$ cat config.mk
export PLATFORM = sky130hd
export DESIGN_NAME = dust_sensor_frame_receiver
export DESIGN_NICKNAME = d
export VERILOG_FILES = /design/src/rtl/core/dsfr_pkg.sv /design/src/rtl/core/dsfr_front.sv /design/src/rtl/core/dsfr_fifo.sv /design/src/rtl/core/dsfr_back.sv /design/src/rtl/core/dust_sensor_frame_receiver.sv
export SDC_FILE = /design/constraint.sdc
export NUM_CORES = 2
export LEC_CHECK = 0
export BUFFER_PORTS_ARGS = -buffer_cell sky130_fd_sc_hd__buf_4
export CAP_MARGIN = 20
export CORE_ASPECT_RATIO = 0.75
export CORE_MARGIN = 4
export CORE_UTILIZATION = 35
export CTS_CLUSTER_DIAMETER = 200
export CTS_CLUSTER_SIZE = 30
export DETAILED_ROUTE_END_ITERATION = 12
export HOLD_SLACK_MARGIN = 0.05
export SYNTH_ARGS = -nofsm -noshare
export SYNTH_HDL_FRONTEND = slang
export SYNTH_SLANG_ARGS = --single-unit
export TNS_END_PERCENT = 1
$ cat constraint.sdc
create_clock -name i_clk -period 10.55 [get_ports i_clk]
set_input_delay 1.055 -clock i_clk [delete_from_list [all_inputs] [get_ports i_clk]]
set_output_delay 1.055 -clock i_clk [all_outputs]
set_load 0.02 [all_outputs]
$ cat src/rtl/core/dsfr_pkg.sv
package dsfr_pkg;

    // Frame layout
    localparam int FRAME_LEN = 16;
    localparam int POS_W     = 4;
    localparam logic [POS_W-1:0] POS_LAST      = POS_W'(FRAME_LEN - 1);
    localparam logic [POS_W-1:0] POS_COUNT_MSB = POS_W'(3);
    localparam logic [POS_W-1:0] POS_COUNT_LSB = POS_W'(6);

    localparam int BYTE_W  = 8;
    localparam int COUNT_W = 32;
    localparam int SCALE_W = 16;
    localparam int CONC_W  = 39;
    localparam int PROD_W  = COUNT_W + SCALE_W;

    localparam logic [SCALE_W-1:0] SCALE_RESET = 16'd3528;

    // count*scale/1000 = ((count*scale) >> 3) / 125
    // q / 125 = (q * RECIP) >> 52, exact for q < 2^50
    localparam int QUO_W    = PROD_W - 3;
    localparam int HALF_W   = 23;
    localparam int RECIP_SH = 52;
    localparam int ACC_W    = 91;
    localparam logic [45:0] RECIP    = 46'd36028797018964;
    localparam logic [HALF_W-1:0] RECIP_LO = RECIP[HALF_W-1:0];
    localparam logic [HALF_W-1:0] RECIP_HI = RECIP[45:HALF_W];

    localparam int QUEUE_DEPTH = 2;

    typedef struct packed {
        logic               checksum_ok;
        logic [COUNT_W-1:0] particle_count;
    } t_frame;

endpackage

$ cat src/rtl/core/dsfr_front.sv
module dsfr_front
    import dsfr_pkg::*;
(
    input  logic              i_clk,
    input  logic              i_rst_n,
    input  logic              i_valid,
    output logic              o_ready,
    input  logic [BYTE_W-1:0] i_rx_byte,
    input  logic              i_q_full,
    output logic              o_q_push,
    output t_frame            o_q_data
);

    logic [POS_W-1:0]   r_pos,   n_pos;
    logic [BYTE_W-1:0]  r_sum,   n_sum;
    logic [COUNT_W-1:0] r_shift, n_shift;
    logic               last;
    logic               accept;
    logic [BYTE_W-1:0]  chk;

    assign last    = (r_pos >= POS_LAST);
    assign o_ready = !last || !i_q_full;
    assign accept  = i_valid && o_ready;
    assign chk     = r_sum + i_rx_byte;

    assign o_q_push                = accept && last;
    assign o_q_data.checksum_ok    = (chk == '0);
    assign o_q_data.particle_count = r_shift;

    always_comb begin
        n_pos   = r_pos;
        n_sum   = r_sum;
        n_shift = r_shift;
        if (accept) begin
            if (last) begin
                n_pos   = '0;
                n_sum   = '0;
                n_shift = '0;
            end else begin
                n_pos = r_pos + 1'b1;
                n_sum = chk;
                if (r_pos >= POS_COUNT_MSB && r_pos <= POS_COUNT_LSB) begin
                    n_shift = {r_shift[COUNT_W-BYTE_W-1:0], i_rx_byte};
                end
            end
        end
    end

    always_ff @(posedge i_clk) begin
        if (!i_rst_n) begin
            r_pos   <= '0;
            r_sum   <= '0;
            r_shift <= '0;
        end else begin
            r_pos   <= n_pos;
            r_sum   <= n_sum;
            r_shift <= n_shift;
        end
    end

endmodule

$ cat src/rtl/core/dsfr_fifo.sv
module dsfr_fifo
    import dsfr_pkg::*;
#(
    parameter int DEPTH = QUEUE_DEPTH
) (
    input  logic   i_clk,
    input  logic   i_rst_n,
    input  logic   i_push,
    input  t_frame i_data,
    output logic   o_full,
    input  logic   i_pop,
    output logic   o_empty,
    output t_frame o_data
);

    localparam int AW = (DEPTH > 1) ? $clog2(DEPTH) : 1;
    localparam int CW = $clog2(DEPTH + 1);
    localparam logic [AW-1:0] PTR_LAST = AW'(DEPTH - 1);
    localparam logic [CW-1:0] CNT_FULL = CW'(DEPTH);

    t_frame          r_mem [DEPTH];
    logic [AW-1:0]   r_wr_ptr;
    logic [AW-1:0]   r_rd_ptr;
    logic [CW-1:0]   r_count;
    logic            do_push;
    logic            do_pop;

    assign o_full  = (r_count == CNT_FULL);
    assign o_empty = (r_count == '0);
    assign do_push = i_push && !o_full;
    assign do_pop  = i_pop && !o_empty;
    assign o_data  = r_mem[r_rd_ptr];

    always_ff @(posedge i_clk) begin
        if (do_push) begin
            r_mem[r_wr_ptr] <= i_data;
        end
    end

    always_ff @(posedge i_clk) begin
        if (!i_rst_n) begin
            r_wr_ptr <= '0;
            r_rd_ptr <= '0;
            r_count  <= '0;
        end else begin
            if (do_push) begin
                r_wr_ptr <= (r_wr_ptr == PTR_LAST) ? '0 : r_wr_ptr + 1'b1;
            end
            if (do_pop) begin
                r_rd_ptr <= (r_rd_ptr == PTR_LAST) ? '0 : r_rd_ptr + 1'b1;
            end
            if (do_push && !do_pop) begin
                r_count <= r_count + 1'b1;
            end else if (do_pop && !do_push) begin
                r_count <= r_count - 1'b1;
            end
        end
    end

endmodule

$ cat src/rtl/core/dsfr_back.sv
module dsfr_back
    import dsfr_pkg::*;
(
    input  logic               i_clk,
    input  logic               i_rst_n,
    input  logic [SCALE_W-1:0] i_scale_factor,
    input  logic               i_q_empty,
    input  t_frame             i_q_data,
    output logic               o_q_pop,
    output logic               o_valid,
    input  logic               i_ready,
    output logic               o_checksum_ok,
    output logic [COUNT_W-1:0] o_particle_count,
    output logic [CONC_W-1:0]  o_concentration_centi
);

    localparam logic [2:0] ST_IDLE = 3'd0;
    localparam logic [2:0] ST_PP0  = 3'd1;  // lo*lo
    localparam logic [2:0] ST_PP1  = 3'd2;  // lo*hi
    localparam logic [2:0] ST_PP2  = 3'd3;  // hi*lo
    localparam logic [2:0] ST_PP3  = 3'd4;  // hi*hi
    localparam logic [2:0] ST_FIN  = 3'd5;

    logic [2:0]          r_state, n_state;
    t_frame              r_job;
    logic [PROD_W-1:0]   r_prod;
    logic [2*HALF_W-1:0] r_pp;
    logic [ACC_W-1:0]    r_acc;
    logic                r_out_valid;
    logic                r_out_ok;
    logic [COUNT_W-1:0]  r_out_cnt;
    logic [CONC_W-1:0]   r_out_conc;

    logic [QUO_W-1:0]    quo;
    logic [HALF_W-1:0]   mul_a;
    logic [HALF_W-1:0]   mul_b;
    logic [ACC_W-1:0]    acc_add;
    logic [ACC_W-1:0]    acc_sum;
    logic                out_free;
    logic                fin_load;

    assign quo      = r_prod[PROD_W-1:3];
    assign out_free = !r_out_valid || i_ready;
    assign o_q_pop  = (r_state == ST_IDLE) && !i_q_empty;
    assign fin_load = (r_state == ST_FIN) && out_free;

    // Operand select for the shared partial-product multiplier
    always_comb begin
        if (r_state == ST_PP0 || r_state == ST_PP1) begin
            mul_a = quo[HALF_W-1:0];
        end else begin
            mul_a = {1'b0, quo[QUO_W-1:HALF_W]};
        end
        if (r_state == ST_PP0 || r_state == ST_PP2) begin
            mul_b = RECIP_LO;
        end else begin
            mul_b = RECIP_HI;
        end
    end

    // Weight of the partial product registered in the previous step
    always_comb begin
        unique case (r_state)
            ST_PP1:         acc_add = {{(ACC_W-2*HALF_W){1'b0}}, r_pp};
            ST_PP2, ST_PP3: acc_add = {{(ACC_W-3*HALF_W){1'b0}}, r_pp, {HALF_W{1'b0}}};
            ST_FIN:         acc_add = {r_pp[ACC_W-2*HALF_W-1:0], {(2*HALF_W){1'b0}}};
            default:        acc_add = '0;
        endcase
    end

    assign acc_sum = r_acc + acc_add;

    always_comb begin
        n_state = r_state;
        unique case (r_state)
            ST_IDLE: if (!i_q_empty) n_state = ST_PP0;
            ST_PP0:  n_state = ST_PP1;
            ST_PP1:  n_state = ST_PP2;
            ST_PP2:  n_state = ST_PP3;
            ST_PP3:  n_state = ST_FIN;
            ST_FIN:  if (out_free) n_state = ST_IDLE;
            default: n_state = ST_IDLE;
        endcase
    end

    always_ff @(posedge i_clk) begin
        if (o_q_pop) begin
            r_job  <= i_q_data;
            r_prod <= i_q_data.particle_count * i_scale_factor;
        end
        r_pp <= mul_a * mul_b;
        if (r_state == ST_PP0) begin
            r_acc <= '0;
        end else if (r_state != ST_FIN && r_state != ST_IDLE) begin
            r_acc <= acc_sum;
        end
        if (fin_load) begin
            r_out_ok   <= r_job.checksum_ok;
            r_out_cnt  <= r_job.particle_count;
            r_out_conc <= acc_sum[ACC_W-1:RECIP_SH];
        end
    end

    always_ff @(posedge i_clk) begin
        if (!i_rst_n) begin
            r_state     <= ST_IDLE;
            r_out_valid <= 1'b0;
        end else begin
            r_state <= n_state;
            if (fin_load) begin
                r_out_valid <= 1'b1;
            end else if (i_ready) begin
                r_out_valid <= 1'b0;
            end
        end
    end

    assign o_valid               = r_out_valid;
    assign o_checksum_ok         = r_out_ok;
    assign o_particle_count      = r_out_cnt;
    assign o_concentration_centi = r_out_conc;

endmodule

$ cat src/rtl/core/dust_sensor_frame_receiver.sv
// Channel  | Handshake          | Payload
// ---------+--------------------+--------------------------------------------------
// byte in  | i_valid / o_ready  | i_rx_byte
// result   | o_valid / i_ready  | o_checksum_ok, o_particle_count,
//          |                    | o_concentration_centi
// config   | i_cfg_we (no wait) | i_cfg_wdata -> scale factor
//
// One byte request accepted per cycle while o_ready is high; frames are cut by
// position only. Each result passes the back-end states PP0, PP1, PP2, PP3 and FIN
// (one 32x16 product at the pop, then four 23x23 partial products on one shared
// multiplier and a final add); o_valid rises when FIN finds the output free.
// o_ready drops only on a frame's last byte while the frame queue is full.
// Synchronous active-low reset clears framing state, queue and output valid;
// the scale factor returns to 3528 and any partial frame is dropped.
module dust_sensor_frame_receiver
    import dsfr_pkg::*;
#(
    parameter int QDEPTH = QUEUE_DEPTH
) (
    input  logic               i_clk,
    input  logic               i_rst_n,
    input  logic               i_valid,
    output logic               o_ready,
    input  logic [BYTE_W-1:0]  i_rx_byte,
    output logic               o_valid,
    input  logic               i_ready,
    output logic               o_checksum_ok,
    output logic [COUNT_W-1:0] o_particle_count,
    output logic [CONC_W-1:0]  o_concentration_centi,
    input  logic               i_cfg_we,
    input  logic [SCALE_W-1:0] i_cfg_wdata
);

    // Scale factor; the user must write it only while the block is idle, which the block does not enforce
    logic [SCALE_W-1:0] r_scale_factor;

    logic   q_push;
    logic   q_pop;
    logic   q_full;
    logic   q_empty;
    t_frame q_wdata;
    t_frame q_rdata;

    always_ff @(posedge i_clk) begin
        if (!i_rst_n) begin
            r_scale_factor <= SCALE_RESET;
        end else if (i_cfg_we) begin
            r_scale_factor <= i_cfg_wdata;
        end
    end

    // Front end: framing, running sum and count capture
    dsfr_front u_front (
        .i_clk     (i_clk),
        .i_rst_n   (i_rst_n),
        .i_valid   (i_valid),
        .o_ready   (o_ready),
        .i_rx_byte (i_rx_byte),
        .i_q_full  (q_full),
        .o_q_push  (q_push),
        .o_q_data  (q_wdata)
    );

    // Completed frames wait here so the byte stream waits on the arithmetic only when the queue is full
    dsfr_fifo #(
        .DEPTH (QDEPTH)
    ) u_fifo (
        .i_clk   (i_clk),
        .i_rst_n (i_rst_n),
        .i_push  (q_push),
        .i_data  (q_wdata),
        .o_full  (q_full),
        .i_pop   (q_pop),
        .o_empty (q_empty),
        .o_data  (q_rdata)
    );

    // Back end: concentration = floor(count * scale / 1000), output register
    dsfr_back u_back (
        .i_clk                 (i_clk),
        .i_rst_n               (i_rst_n),
        .i_scale_factor        (r_scale_factor),
        .i_q_empty             (q_empty),
        .i_q_data              (q_rdata),
        .o_q_pop               (q_pop),
        .o_valid               (o_valid),
        .i_ready               (i_ready),
        .o_checksum_ok         (o_checksum_ok),
        .o_particle_count      (o_particle_count),
        .o_concentration_centi (o_concentration_centi)
    );

endmodule

==> results_dict.tcl <==
set metrics [dict create \
    synth_enable_flop_cells 216 \
    clock-skew-final_ns 0.07373 \
    grt_pass1_vias 35720 \
    cts_setup_buffers 0 \
    critical_path_required_ns 11.09 \
    grt_setup_unrepaired "false" \
    ys_top_cells_by_area "sky130_fd_sc_hd__fa_1 28%, sky130_fd_sc_hd__edfxtp_1 13%, sky130_fd_sc_hd__ha_1 12%" \
    finalCriticalPeriod_ns 9.052 \
    ctsRootBufferMaster "sky130_fd_sc_hd__clkbuf_16" \
    crit_path_frequent_cell "sky130_fd_sc_hd__fa_1" \
    share_of_flip_flops_with_an_asynchronous_set_or_reset 0 \
    initial_utilization 0.3535 \
    detailed_place_hpwl_um 109000 \
    worst-r2r-setup-slack_ns 1.50 \
    synthToLayoutAreaGrowth_pct 6.628 \
    final_max_slew_viol_count 0 \
    seqCellArea_um2 10620 \
    critical_path.max_fanout 14 \
    finalHoldViolations 0 \
    portBuffers 102 \
    yosysMostFrequentCell "sky130_fd_sc_hd__inv_1" \
    slowest_delay_ns 0.86 \
    setup_viol 0 \
    post_synth_num_cell_types 85 \
    synthesis.yosys.warnings 0 \
    area_used_by_multi_input_combinational_logic_um2 33410 \
    detail_route.iter0.violations 3110 \
    clock_latency_ns 0.63 \
    tritoncts "done" \
    clkSinkCount 422 \
    synth.largest_area_cell "sky130_fd_sc_hd__fa_1" \
    grt_util_all_layers 0.1915 \
    post_synth_instance_area_um2 48120 \
    ys_ff_latch 422 \
    startpoint_to_endpoint_class_of_the_critical_path "flip-flop to flip-flop" \
    worst_slew_pin_tran_ns 1.132 \
    h-tree-depth 1 \
    cts_hold_repair_buffers 0 \
    final.fill_count 13730 \
    nets 6233 \
    finish.utilization 0.3769 \
    wl_per_cell_um 19.87 \
    slew-limit-headroom 0.2445 \
    detail_route.wirelength_um 136400 \
    status "complete, no violations" \
    avgSynthCellArea_um2 9.484 \
    worst_path_max_delay_cell "sky130_fd_sc_hd__nor2_2" \
    setup.worst_path.end_class "flip-flop" \
    grt_start_max_net_pins 88 \
    cts.reportedPaths.clkPinSlew_ns 0.12 \
    synth_top_area_frac 0.2841 \
    post_cts.resized_instances 0 \
    wire_length_of_the_first_global_routing_pass_um 215500 \
    floorplan.die.width_um 436.2 \
    place_worst_setup_slack_ns 1.670 \
    num_io_pins 103 \
    die_area_um2 143500 \
    critical_path_arrival_ns 9.59 \
    clockBufferDepth 3 \
    most_used_flip_flop_cell_after_synthesis "sky130_fd_sc_hd__edfxtp_1" \
    final.setup.tns_ns 0 \
    routed_via_density 5.112 \
    drive_gt1_frac 0.05125 \
    grt.overflow.total 0 \
    finalWeightedCongestion 0.9340 \
    die_extent_in_y_um 329.1 \
    hold_path_class "flip-flop to flip-flop" \
    final.setup.worst_slack_ns 1.498 \
    fmaxAchievable_mhz 110.5 \
    ant_nets 0 \
    synth_seq_area_share 0.2205 \
    share_of_the_cycle_needed_by_the_critical_path_after_routing 0.8580 \
    gate_count_of_the_mapped_netlist 5074 \
    setup.worst_path.start_class "flip-flop" \
    synth_commonest_cells "924 x sky130_fd_sc_hd__inv_1, 683 x sky130_fd_sc_hd__fa_1, 640 x sky130_fd_sc_hd__nand2_1" \
    core_area_um2 136100 \
    num_vias 35080 \
    grt_antenna_before_repair 0 \
    cell_rows 117 \
    drv_cap 0 \
    drc_errors 0 \
    first_pass_iters 5 \
    cts-buffers-inserted 18 \
]
==> kinds of logic (layout without fill, tap and decap cells) <==
group	Yosys count	in the layout	synth area share
AOI/OAI and AO/OA	783	783	0.1070
xor gates and xnor gates	186	186	0.03385
adders and majority gates	1142	1142	0.4035
buffers and inverters	1141	1091	0.09015
DFF	422	422	0.2205
muxes	74	74	0.01654
other	2	55	0.0001561
and+or+nand+nor	1324	1324	0.1283
==> worst paths after layout <==
path         cells past startpoint               from                     endpoint
min                              0   u_back.r_job[30]  u_back.o_particle_count[30]
max reg2reg                     29  u_back.r_state[1]              u_back.r_pp[40]
min reg2reg                      0   u_back.r_job[30]  u_back.o_particle_count[30]
max                             29  u_back.r_state[1]              u_back.r_pp[40]
==> routing by layer <==
layer  track usage  up-vias  wire length, µm
li1              -    16150                -
met1        0.2997    17670            67890
met2        0.2795     1150            55730
met3       0.03576      111            10820
met4       0.02419        0             1916
met5             0        -                0
==> layout make-up <==
cell class | instances | area share
antenna | 4 | 0.0001951
clock buffer | 29 | 0.009608
clock inverter | 2 | 0.0009022
inverter | 924 | 0.06762
multi-input combinational | 3560 | 0.6511
sequential | 422 | 0.2069
tap | 1785 | 0.04353
timing repair buffer | 136 | 0.02014
==> sequential cells by signal, indices dropped and copies added (netlist names), named ones only <==
signal	flops
u_back.r_acc	91
u_fifo.r_mem	66
u_back.r_pp	46
u_back.r_prod	45
u_back.o_concentration_centi	39
u_back.r_job	33
u_back.o_particle_count	32
u_front.r_shift	32
r_scale_factor	16
u_front.r_sum	8
u_front.r_pos	4
u_back.r_state	3
u_fifo.r_count	2
u_back.o_checksum_ok	1
u_back.o_valid	1
u_fifo.r_rd_ptr	1
u_fifo.r_wr_ptr	1
==> cell usage in the layout (no fill, tap or decap), types with 10 or more instances in the layout <==
cell type / n
sky130_fd_sc_hd__o21a_1: 17
sky130_fd_sc_hd__dfxtp_1: 200
sky130_fd_sc_hd__a22oi_1: 10
sky130_fd_sc_hd__conb_1: 51
sky130_fd_sc_hd__a22o_1: 51
sky130_fd_sc_hd__edfxtp_1: 216
sky130_fd_sc_hd__nand3_1: 73
sky130_fd_sc_hd__clkbuf_1: 10
sky130_fd_sc_hd__a21boi_0: 39
sky130_fd_sc_hd__nor3_1: 28
sky130_fd_sc_hd__a31oi_1: 20
sky130_fd_sc_hd__and3_1: 37
sky130_fd_sc_hd__o21ai_0: 108
sky130_fd_sc_hd__a211oi_1: 16
sky130_fd_sc_hd__a21oi_1: 264
sky130_fd_sc_hd__nand2_1: 640
sky130_fd_sc_hd__ha_1: 459
sky130_fd_sc_hd__o21bai_1: 41
sky130_fd_sc_hd__clkbuf_16: 18
sky130_fd_sc_hd__nor2b_1: 34
sky130_fd_sc_hd__a21o_1: 119
sky130_fd_sc_hd__fa_1: 683
sky130_fd_sc_hd__nand2b_1: 22
sky130_fd_sc_hd__a221oi_1: 10
sky130_fd_sc_hd__nor2_1: 170
sky130_fd_sc_hd__inv_1: 923
sky130_fd_sc_hd__buf_4: 135
sky130_fd_sc_hd__nand4_1: 37
sky130_fd_sc_hd__and2_1: 226
sky130_fd_sc_hd__mux2_2: 44
sky130_fd_sc_hd__xor2_1: 68
sky130_fd_sc_hd__mux2i_1: 30
sky130_fd_sc_hd__xnor2_1: 118
==> metrics by stage <==
| step | instances | hold WS (ns) | cell area (µm²) |
|---|---|---|---|
| floorplan | 5123 | 0.4003 | 48310 |
| global placement | 6826 | 0.4037 | 50740 |
| detailed placement | 6826 | 0.4059 | 50740 |
| CTS | 6857 | 0.4263 | 51280 |
| global route | 6858 | 0.4522 | 51300 |
| finish | 6862 | 0.4225 | 51310 |
==> worst max-delay path: cells and delay by family (launching register included) <==
family	cells	cell delay (ns)
and+or+nand+nor	4	1.38
xor gates and xnor gates	2	0.29
muxes	1	0.55
buffers and inverters	5	0.50
DFF	1	0.64
adders and majority gates	7	3.26
AOI/OAI and AO/OA	10	2.30
Power is not shown: default switching activity piles up to over one toggle a cycle in this logic, so the estimate is an artifact.
